File: src/rtl/vfd_pkg.sv
// Shared constants and types for the order-2 ADPCM frame decoder.
`default_nettype none

package vfd_pkg;

    localparam int CODEBOOK_WORDS = 128;
    localparam int CB_AW          = $clog2(CODEBOOK_WORDS);
    // row (4 bits) times 16 plus position (4 bits)
    localparam int CB_ADDR_W      = 8;
    localparam int SAMPLE_W       = 16;
    localparam int PROD_W         = 2 * SAMPLE_W;
    localparam int ACC_W          = 36;
    localparam int FRAC_SHIFT     = 11;

    localparam logic signed [ACC_W-1:0] SAT_MAX = ACC_W'(32767);
    localparam logic signed [ACC_W-1:0] SAT_MIN = -ACC_W'(32768);

    localparam logic MODE_COEF = 1'b0;
    localparam logic MODE_DATA = 1'b1;

    typedef struct packed {
        logic init;   // load accumulator with the bias term
        logic valid;  // coefficient and operand carry a product term
    } mac_ctrl_t;

endpackage

`default_nettype wire

File: src/rtl/vfd_mac.sv
// Shared multiply-accumulate unit with floor shift and saturation.
`default_nettype none

module vfd_mac
    import vfd_pkg::*;
(
    input  wire                               clk,
    input  wire                               rst_n,
    input  mac_ctrl_t                         ctrl,
    input  wire logic signed [ACC_W-1:0]      init_value,
    input  wire logic signed [SAMPLE_W-1:0]   coef,
    input  wire logic signed [SAMPLE_W-1:0]   operand,
    output logic                              busy,
    output logic signed [SAMPLE_W-1:0]        result
);

    logic signed [PROD_W-1:0] prod_reg;
    logic signed [PROD_W-1:0] prod_next;
    logic                     pv_reg;
    logic                     pv_next;
    logic signed [ACC_W-1:0]  acc_reg;
    logic signed [ACC_W-1:0]  acc_next;
    logic signed [ACC_W-1:0]  shifted;

    always_comb
    begin
        prod_next = prod_reg;
        if (ctrl.valid)
        begin
            prod_next = coef * operand;
        end
        pv_next = ctrl.valid;

        acc_next = acc_reg;
        if (ctrl.init)
        begin
            acc_next = init_value;
        end
        else if (pv_reg)
        begin
            acc_next = acc_reg + ACC_W'(prod_reg);
        end
    end

    always_ff @(posedge clk or negedge rst_n)
    begin
        if (!rst_n)
        begin
            pv_reg <= 1'b0;
        end
        else
        begin
            pv_reg <= pv_next;
        end
    end

    always_ff @(posedge clk)
    begin
        prod_reg <= prod_next;
        acc_reg  <= acc_next;
    end

    // floor by 2^11, then clamp to 16 bits
    always_comb
    begin
        shifted = acc_reg >>> FRAC_SHIFT;
        if (shifted > SAT_MAX)
        begin
            result = SAMPLE_W'(SAT_MAX);
        end
        else if (shifted < SAT_MIN)
        begin
            result = SAMPLE_W'(SAT_MIN);
        end
        else
        begin
            result = SAMPLE_W'(shifted);
        end
    end

    assign busy = pv_reg;

endmodule

`default_nettype wire

File: src/rtl/vadpcm_frame_decoder.sv
// Top level of the order-2 ADPCM frame decoder: stream handling, sequencer, codebook.
//
//  channel  dir  fields (tdata / tuser / tlast)                           per word
//  s_axis   in   tdata: coef_index, coef_value, data_byte; tuser: mode,   one byte
//                restart                                                  or coef
//  m_axis   out  tdata: sample, sample_position; tlast: last              one sample
//
//  A coefficient write or a header byte is taken in idle. A data byte at group index k
//  (0, 2, 4, 6) yields two samples; each sample issues one product term per cycle on the
//  single multiplier and codebook read port, after a setup step and followed by
//  pipeline drain and result load. A stalled output holds the sequencer in
//  its result-load step. Reset clears history, frame position and the handshake
//  state; the codebook holds no reset value and must be written before use.
`default_nettype none

module vadpcm_frame_decoder
    import vfd_pkg::*;
(
    input  wire         clk,
    input  wire         rst_n,
    input  wire         s_axis_tvalid,
    output logic        s_axis_tready,
    // [6:0] coef_index, [22:7] coef_value, [30:23] data_byte, [31] zero
    input  wire  [31:0] s_axis_tdata,
    // [0] mode, [1] restart
    input  wire  [1:0]  s_axis_tuser,
    output logic        m_axis_tvalid,
    input  wire         m_axis_tready,
    // [15:0] sample, [19:16] sample_position, [23:20] zero
    output logic [23:0] m_axis_tdata,
    output logic        m_axis_tlast
);

    typedef enum logic [4:0] {
        ST_IDLE  = 5'b00001,
        ST_SETUP = 5'b00010,
        ST_ISSUE = 5'b00100,
        ST_DRAIN = 5'b01000,
        ST_FIN   = 5'b10000
    } vfd_state_t;

    function automatic logic signed [SAMPLE_W-1:0] scale_nib(logic [3:0] n, logic [3:0] sh);
        logic signed [SAMPLE_W-1:0] ext;
        ext = {{(SAMPLE_W-4){n[3]}}, n};
        return ext <<< sh;
    endfunction

    // input word fields
    logic                   in_mode;
    logic                   in_restart;
    logic [6:0]             in_index;
    logic [SAMPLE_W-1:0]    in_coef;
    logic [7:0]             in_byte;
    logic                   in_acc;

    assign in_mode    = s_axis_tuser[0];
    assign in_restart = s_axis_tuser[1];
    assign in_index   = s_axis_tdata[6:0];
    assign in_coef    = s_axis_tdata[22:7];
    assign in_byte    = s_axis_tdata[30:23];

    vfd_state_t                  st_reg, st_next;
    logic [3:0]                  fp_reg, fp_next;
    logic [3:0]                  shift_reg, shift_next;
    logic [3:0]                  row_reg, row_next;
    logic signed [SAMPLE_W-1:0]  h0_reg, h0_next;
    logic signed [SAMPLE_W-1:0]  h1_reg, h1_next;
    logic signed [SAMPLE_W-1:0]  g_reg [8];
    logic signed [SAMPLE_W-1:0]  g_next [8];
    logic [2:0]                  k_reg, k_next;
    logic [2:0]                  pos_reg, pos_next;
    logic                        sel_reg, sel_next;
    logic [3:0]                  t_reg, t_next;
    logic signed [SAMPLE_W-1:0]  s0_reg, s0_next;
    logic                        issue_v_reg;
    logic signed [SAMPLE_W-1:0]  b_reg;
    logic signed [SAMPLE_W-1:0]  rd_data_reg;
    logic                        rd_zero_reg;
    logic                        out_v_reg, out_v_next;
    logic signed [SAMPLE_W-1:0]  out_s_reg, out_s_next;
    logic [3:0]                  out_p_reg, out_p_next;
    logic                        out_l_reg, out_l_next;

    logic signed [SAMPLE_W-1:0]  cb_mem [CODEBOOK_WORDS];

    logic [3:0]                  fp_eff;
    logic [2:0]                  pos_in;
    logic [2:0]                  k_in;
    logic [2:0]                  m;
    logic [2:0]                  j;
    logic [3:0]                  pos4;
    logic [CB_ADDR_W-1:0]        rd_addr;
    logic signed [SAMPLE_W-1:0]  b_sel;
    logic                        last_term;
    logic                        out_free;

    mac_ctrl_t                   mac_ctrl;
    logic signed [ACC_W-1:0]     mac_init;
    logic signed [SAMPLE_W-1:0]  mac_coef;
    logic                        mac_busy;
    logic signed [SAMPLE_W-1:0]  mac_result;

    assign s_axis_tready = (st_reg == ST_IDLE);
    assign in_acc        = s_axis_tvalid && s_axis_tready;

    assign fp_eff = in_restart ? 4'd0 : fp_reg;
    assign pos_in = 3'(fp_eff - 4'd1);
    assign k_in   = {pos_in[1:0], 1'b0};
    assign m      = k_reg + {2'b00, sel_reg};
    assign j      = 3'(t_reg - 4'd2);

    // term 0: history[0], term 1: history[1], then earlier nibbles of the group
    always_comb
    begin
        if (t_reg == 4'd0)
        begin
            pos4  = {1'b0, m};
            b_sel = h0_reg;
        end
        else if (t_reg == 4'd1)
        begin
            pos4  = {1'b1, m};
            b_sel = h1_reg;
        end
        else
        begin
            pos4  = {1'b1, j};
            b_sel = g_reg[3'(m - 3'd1 - j)];
        end
    end

    assign rd_addr   = {row_reg, pos4};
    assign last_term = (t_reg == ({1'b0, m} + 4'd1));
    assign out_free  = !out_v_reg || m_axis_tready;

    assign mac_ctrl.init  = (st_reg == ST_SETUP);
    assign mac_ctrl.valid = issue_v_reg;
    assign mac_init       = ACC_W'(g_reg[m]) <<< FRAC_SHIFT;
    assign mac_coef       = rd_zero_reg ? '0 : rd_data_reg;

    vfd_mac u_mac (
        .clk        (clk),
        .rst_n      (rst_n),
        .ctrl       (mac_ctrl),
        .init_value (mac_init),
        .coef       (mac_coef),
        .operand    (b_reg),
        .busy       (mac_busy),
        .result     (mac_result)
    );

    always_comb
    begin
        st_next    = st_reg;
        fp_next    = fp_reg;
        shift_next = shift_reg;
        row_next   = row_reg;
        h0_next    = h0_reg;
        h1_next    = h1_reg;
        g_next     = g_reg;
        k_next     = k_reg;
        pos_next   = pos_reg;
        sel_next   = sel_reg;
        t_next     = t_reg;
        s0_next    = s0_reg;
        out_v_next = out_v_reg;
        out_s_next = out_s_reg;
        out_p_next = out_p_reg;
        out_l_next = out_l_reg;

        if (out_v_reg && m_axis_tready)
        begin
            out_v_next = 1'b0;
        end

        case (st_reg)
            ST_IDLE:
            begin
                if (in_acc)
                begin
                    if (in_restart)
                    begin
                        fp_next = 4'd0;
                        h0_next = '0;
                        h1_next = '0;
                        for (int i = 0; i < 8; i++)
                        begin
                            g_next[i] = '0;
                        end
                    end
                    if (in_mode == MODE_DATA)
                    begin
                        if (fp_eff == 4'd0 || fp_eff > 4'd8)
                        begin
                            shift_next = in_byte[7:4];
                            row_next   = in_byte[3:0];
                            fp_next    = 4'd1;
                        end
                        else
                        begin
                            g_next[k_in]         = scale_nib(in_byte[7:4], shift_reg);
                            g_next[k_in + 3'd1]  = scale_nib(in_byte[3:0], shift_reg);
                            k_next   = k_in;
                            pos_next = pos_in;
                            sel_next = 1'b0;
                            fp_next  = (fp_eff >= 4'd8) ? 4'd0 : fp_eff + 4'd1;
                            st_next  = ST_SETUP;
                        end
                    end
                end
            end
            ST_SETUP:
            begin
                t_next  = 4'd0;
                st_next = ST_ISSUE;
            end
            ST_ISSUE:
            begin
                t_next = t_reg + 4'd1;
                if (last_term)
                begin
                    st_next = ST_DRAIN;
                end
            end
            ST_DRAIN:
            begin
                if (!issue_v_reg && !mac_busy)
                begin
                    st_next = ST_FIN;
                end
            end
            ST_FIN:
            begin
                // hold until the output slot frees
                if (out_free)
                begin
                    out_v_next = 1'b1;
                    out_s_next = mac_result;
                    out_p_next = {pos_reg, sel_reg};
                    out_l_next = sel_reg;
                    if (!sel_reg)
                    begin
                        s0_next  = mac_result;
                        sel_next = 1'b1;
                        st_next  = ST_SETUP;
                    end
                    else
                    begin
                        if (k_reg == 3'd6)
                        begin
                            h0_next = s0_reg;
                            h1_next = mac_result;
                        end
                        st_next = ST_IDLE;
                    end
                end
            end
            default:
            begin
                st_next = ST_IDLE;
            end
        endcase
    end

    always_ff @(posedge clk or negedge rst_n)
    begin
        if (!rst_n)
        begin
            st_reg      <= ST_IDLE;
            fp_reg      <= '0;
            shift_reg   <= '0;
            row_reg     <= '0;
            h0_reg      <= '0;
            h1_reg      <= '0;
            for (int i = 0; i < 8; i++)
            begin
                g_reg[i] <= '0;
            end
            sel_reg     <= 1'b0;
            t_reg       <= '0;
            issue_v_reg <= 1'b0;
            rd_zero_reg <= 1'b0;
            out_v_reg   <= 1'b0;
        end
        else
        begin
            st_reg      <= st_next;
            fp_reg      <= fp_next;
            shift_reg   <= shift_next;
            row_reg     <= row_next;
            h0_reg      <= h0_next;
            h1_reg      <= h1_next;
            g_reg       <= g_next;
            sel_reg     <= sel_next;
            t_reg       <= t_next;
            issue_v_reg <= (st_reg == ST_ISSUE);
            rd_zero_reg <= (rd_addr >= CB_ADDR_W'(CODEBOOK_WORDS));
            out_v_reg   <= out_v_next;
        end
    end

    always_ff @(posedge clk)
    begin
        k_reg     <= k_next;
        pos_reg   <= pos_next;
        s0_reg    <= s0_next;
        b_reg     <= b_sel;
        out_s_reg <= out_s_next;
        out_p_reg <= out_p_next;
        out_l_reg <= out_l_next;
    end

    // codebook: one write port in idle, one registered read port for the sequencer
    always_ff @(posedge clk)
    begin
        if (in_acc && in_mode == MODE_COEF
            && ({1'b0, in_index} < CB_ADDR_W'(CODEBOOK_WORDS)))
        begin
            cb_mem[in_index[CB_AW-1:0]] <= in_coef;
        end
    end

    always_ff @(posedge clk)
    begin
        rd_data_reg <= cb_mem[rd_addr[CB_AW-1:0]];
    end

    assign m_axis_tvalid = out_v_reg;
    assign m_axis_tdata  = {4'b0000, out_p_reg, out_s_reg};
    assign m_axis_tlast  = out_l_reg;

endmodule

`default_nettype wire
File: config.mk
export PLATFORM = sky130hd
export DESIGN_NAME = vadpcm_frame_decoder
export DESIGN_NICKNAME = d
export VERILOG_FILES = /design/src/rtl/vfd_pkg.sv /design/src/rtl/vfd_mac.sv /design/src/rtl/vadpcm_frame_decoder.sv
export SDC_FILE = /design/constraint.sdc
export NUM_CORES = 2
export LEC_CHECK = 0
export BUFFER_PORTS_ARGS = -buffer_cell sky130_fd_sc_hd__buf_2
export CAP_MARGIN = 25
export CORE_MARGIN = 4
export CORE_UTILIZATION = 65
export CTS_BUF_LIST = sky130_fd_sc_hd__clkbuf_4
export CTS_CLUSTER_DIAMETER = 200
export DETAILED_ROUTE_END_ITERATION = 16
export MAX_ROUTING_LAYER = met4
export PLACE_DENSITY = 0.87
export SKIP_LAST_GASP = 1
export SLEW_MARGIN = 20
export SYNTH_ARGS = -nofsm -noshare
export SYNTH_HDL_FRONTEND = slang
export SYNTH_SLANG_ARGS = --single-unit
File: constraint.sdc
create_clock -name clk -period 8.9 [get_ports clk]
set_clock_uncertainty 0.1 [all_clocks]
set_input_delay 1.78 -clock clk [delete_from_list [all_inputs] [get_ports clk]]
set_output_delay 1.78 -clock clk [all_outputs]
set_load 0.01 [all_outputs]
==> run metrics <==
most frequent cells in the layout=edfxtp_1 (2144), nand2_1 (1612), clkbuf_4 (836); Hold WC Path Type=flip-flop to flip-flop; # resized after CTS=0; Avg Cell Area, Syn=~13 µm²; worst hold endpoint=rd_zero_reg; DR vias=~75000; layout cells sized above 1=~15%; DRC=0; DP Area=about 110000 µm²; slowest stage delay, CP=between 0.6 and 0.7 ns; vias in the first global route=75640; Post-synth EDFFs=around 2100; Synth Instances=just over 8000; Starting Density=roughly two thirds; Core Rows=roughly 150; fin. max-slew vios=0; R2R Path End=u_mac.prod_reg[31]; Startpoint Class=flip-flop; commonest non-fill, non-tap cell in the layout=edfxtp_1; worst path cell trace=nor2b_1 -> buf_4 -> nand2_1 -> fa_1 -> fa_1 -> inv_1 -> fa_1 -> inv_1 -> fa_1 -> fa_1 -> fa_1 -> inv_1 -> ha_1 -> nand2_1 -> o31ai_1 -> a21oi_1 -> o21ba_2 -> o21ba_2 -> o21ai_0 -> mux2i_1 -> nand4_1; routed length per placed instance=26.34 µm; Port Buffer Count=slightly below 60; top_reg_cell synth=edfxtp_1; largest net degree at the start of global routing=between 150 and 200; Syn-to-layout area delta=9.388%; TritonCTS Buffers=~580; asr flop ratio synth=between 7 and 8%; CTS H-tree lvls=6; first-pass GRT wire length=between 400000 and 500000 µm; hpwl dp=~170000 µm; Slew HR=19.98%; outcome=finished, final reports clean; Final Cycle Share=~86%; Critical Path AT=between 8 and 9 ns; Post-Synthesis Cell Area=between 100000 and 150000 µm²; MaxCap Viol Count=0; Largest register FFs=between 2000 and 2500; die area=170900 µm²; routed vias/inst=~6.7; Pleak=about 43 nW; R2R Path Start=rd_zero_reg; Crit path required time=between 9 and 10 ns; post-synthesis register bit count=between 2000 and 2500; clk sinks=roughly 2400; Final Setup Violations=0; CTS tree=yes; gr ovfl total=0; DR pass1 iterations=10; Bufs on Longest Clock Path=4; most frequent CP cell=fa_1; initial antenna violation count=14; total track usage=about 36%; critical path type=flip-flop to flip-flop; sequential area share after synthesis=around 65%; Slew @ Worst Pin=between 1 and 1.5 ns; r2r worst-path depth=21; Fmax=130.4 MHz; delay-heaviest family, CP=adder cells; Placer Congestion=approximately 0.9; fin area=116800 µm²; final wirelength=between 200000 and 300000 µm; Min-Delay Startpoint=row_reg[3]; Syn. warnings=0; Antenna Nets Post-Route=0; maximum vdd drop=between 0.5 and 0.6 mV; hold_buf cts=0; Netlist cell types=between 70 and 80; Slowest cell on crit path=dfrtp_1; buffer count from post-CTS setup fixing=0; DIE HEIGHT=a little over 400 µm; DR iter-0 viols=roughly 13000; Fin Setup TNS=0 ns; unrepaired setup endpoints after global routing=false; setup slack, reg-to-reg=1.23 ns; Worst-Skew Late Latency=roughly 1.5 ns; Root Buffer Master=clkbuf_4; CP bufs+invs=4; Final nets=9056; power density over cell area=319.5 nW/µm²; Hold Crit Depth=0; Final min period=between 7 and 8 ns; Worst Setup End Kind=flip-flop; io pins=65; clk slew on worst S/H paths=approximately 0.070 ns; Fin. Hold Viols=0; worst-path maximum fanout=16; core area=163000 µm²; Die W=roughly 410 µm
==> per-stage QoR <==
step	total power [W]	hold slack, ns	instances	util, %	setup slack [ns]
CTS	0.03667	0.2578	11190	71.57	1.272
global route	0.03880	0.2623	11220	71.68	0.7880
floorplan	0.02329	0.3003	8287	-	2.146
global placement	0.02706	0.2831	10200	67.18	1.526
finish	0.03732	0.2436	11230	71.69	1.231
detailed placement	0.02773	0.2809	10210	67.22	1.334
==> synthesized netlist by cell type, types with 114 or more instances <==
cell / count / area, µm²
edfxtp_1: 2144 / 64380
and3_1: 232 / 1451
mux4_2: 128 / 2883
nor2_1: 230 / 863.3
dfrtp_1: 185 / 4629
a211oi_1: 231 / 1734
fa_1: 264 / 5285
nand3_1: 730 / 3654
clkbuf_1: 346 / 1299
ha_1: 128 / 1602
a311oi_1: 114 / 998.5
buf_2: 121 / 605.6
o21ai_0: 273 / 1366
and2_1: 126 / 788.3
a21oi_1: 279 / 1396
nand2_1: 1614 / 6058
inv_1: 317 / 1190
==> cell families after synthesis <==
kind of cell             synth area share [%]
XOR/XNOR                               0.5905
other                                0.003511
adder cells (fa/ha/maj)                 6.448
AND/OR/NAND/NOR                         13.25
buffers and inverters                   3.336
AO/OA/AOI/OAI                           7.707
multiplexers                            3.213
flip-flops                              65.45
==> metal layers <==
layer | up-vias | wire length [µm] | share of wire, % | GRT usage [%]
li1 | 31340 | - | - | -
met1 | 35920 | 93940 | 32 | 43.09
met2 | 6598 | 137800 | 47 | 53.56
met3 | 1482 | 41650 | 14 | 9.284
met4 | 0 | 22270 | 7.5 | 22.62
met5 | - | 0 | 0 | -
==> final cells by class <==
class | instances | area, µm²
antenna | 24 | 60.06
clock buffer | 835 | 6269
clock inverter | 152 | 817.0
fill | 9543 | 46130
inverter | 318 | 1194
multi-input combinational | 5057 | 33500
sequential | 2373 | 69900
tap | 2175 | 2721
timing repair buffer | 292 | 2365
==> worst max path at each step <==
stage	slack, ns	from	depth (start not counted)	end
after global routing	0.79	rd_zero_reg	24	u_mac.prod_reg[26]
final	1.23	rd_zero_reg	21	u_mac.prod_reg[31]
after CTS	1.27	rd_zero_reg	21	u_mac.prod_reg[31]
after detailed placement	1.33	rd_zero_reg	21	u_mac.prod_reg[31]
after global placement	1.53	rd_zero_reg	24	u_mac.prod_reg[30]
after floorplan	2.15	rd_zero_reg	22	u_mac.prod_reg[31]
==> where the power goes <==
group / switching (W) / internal, W / leakage [nW]
Sequential: 0.000320 / 0.0125 / 22.2
Combinational: 0.0110 / 0.00461 / 16.8
Clock: 0.00443 / 0.00451 / 4.25
No activity file was read; power rests on OpenSTA's default activity.
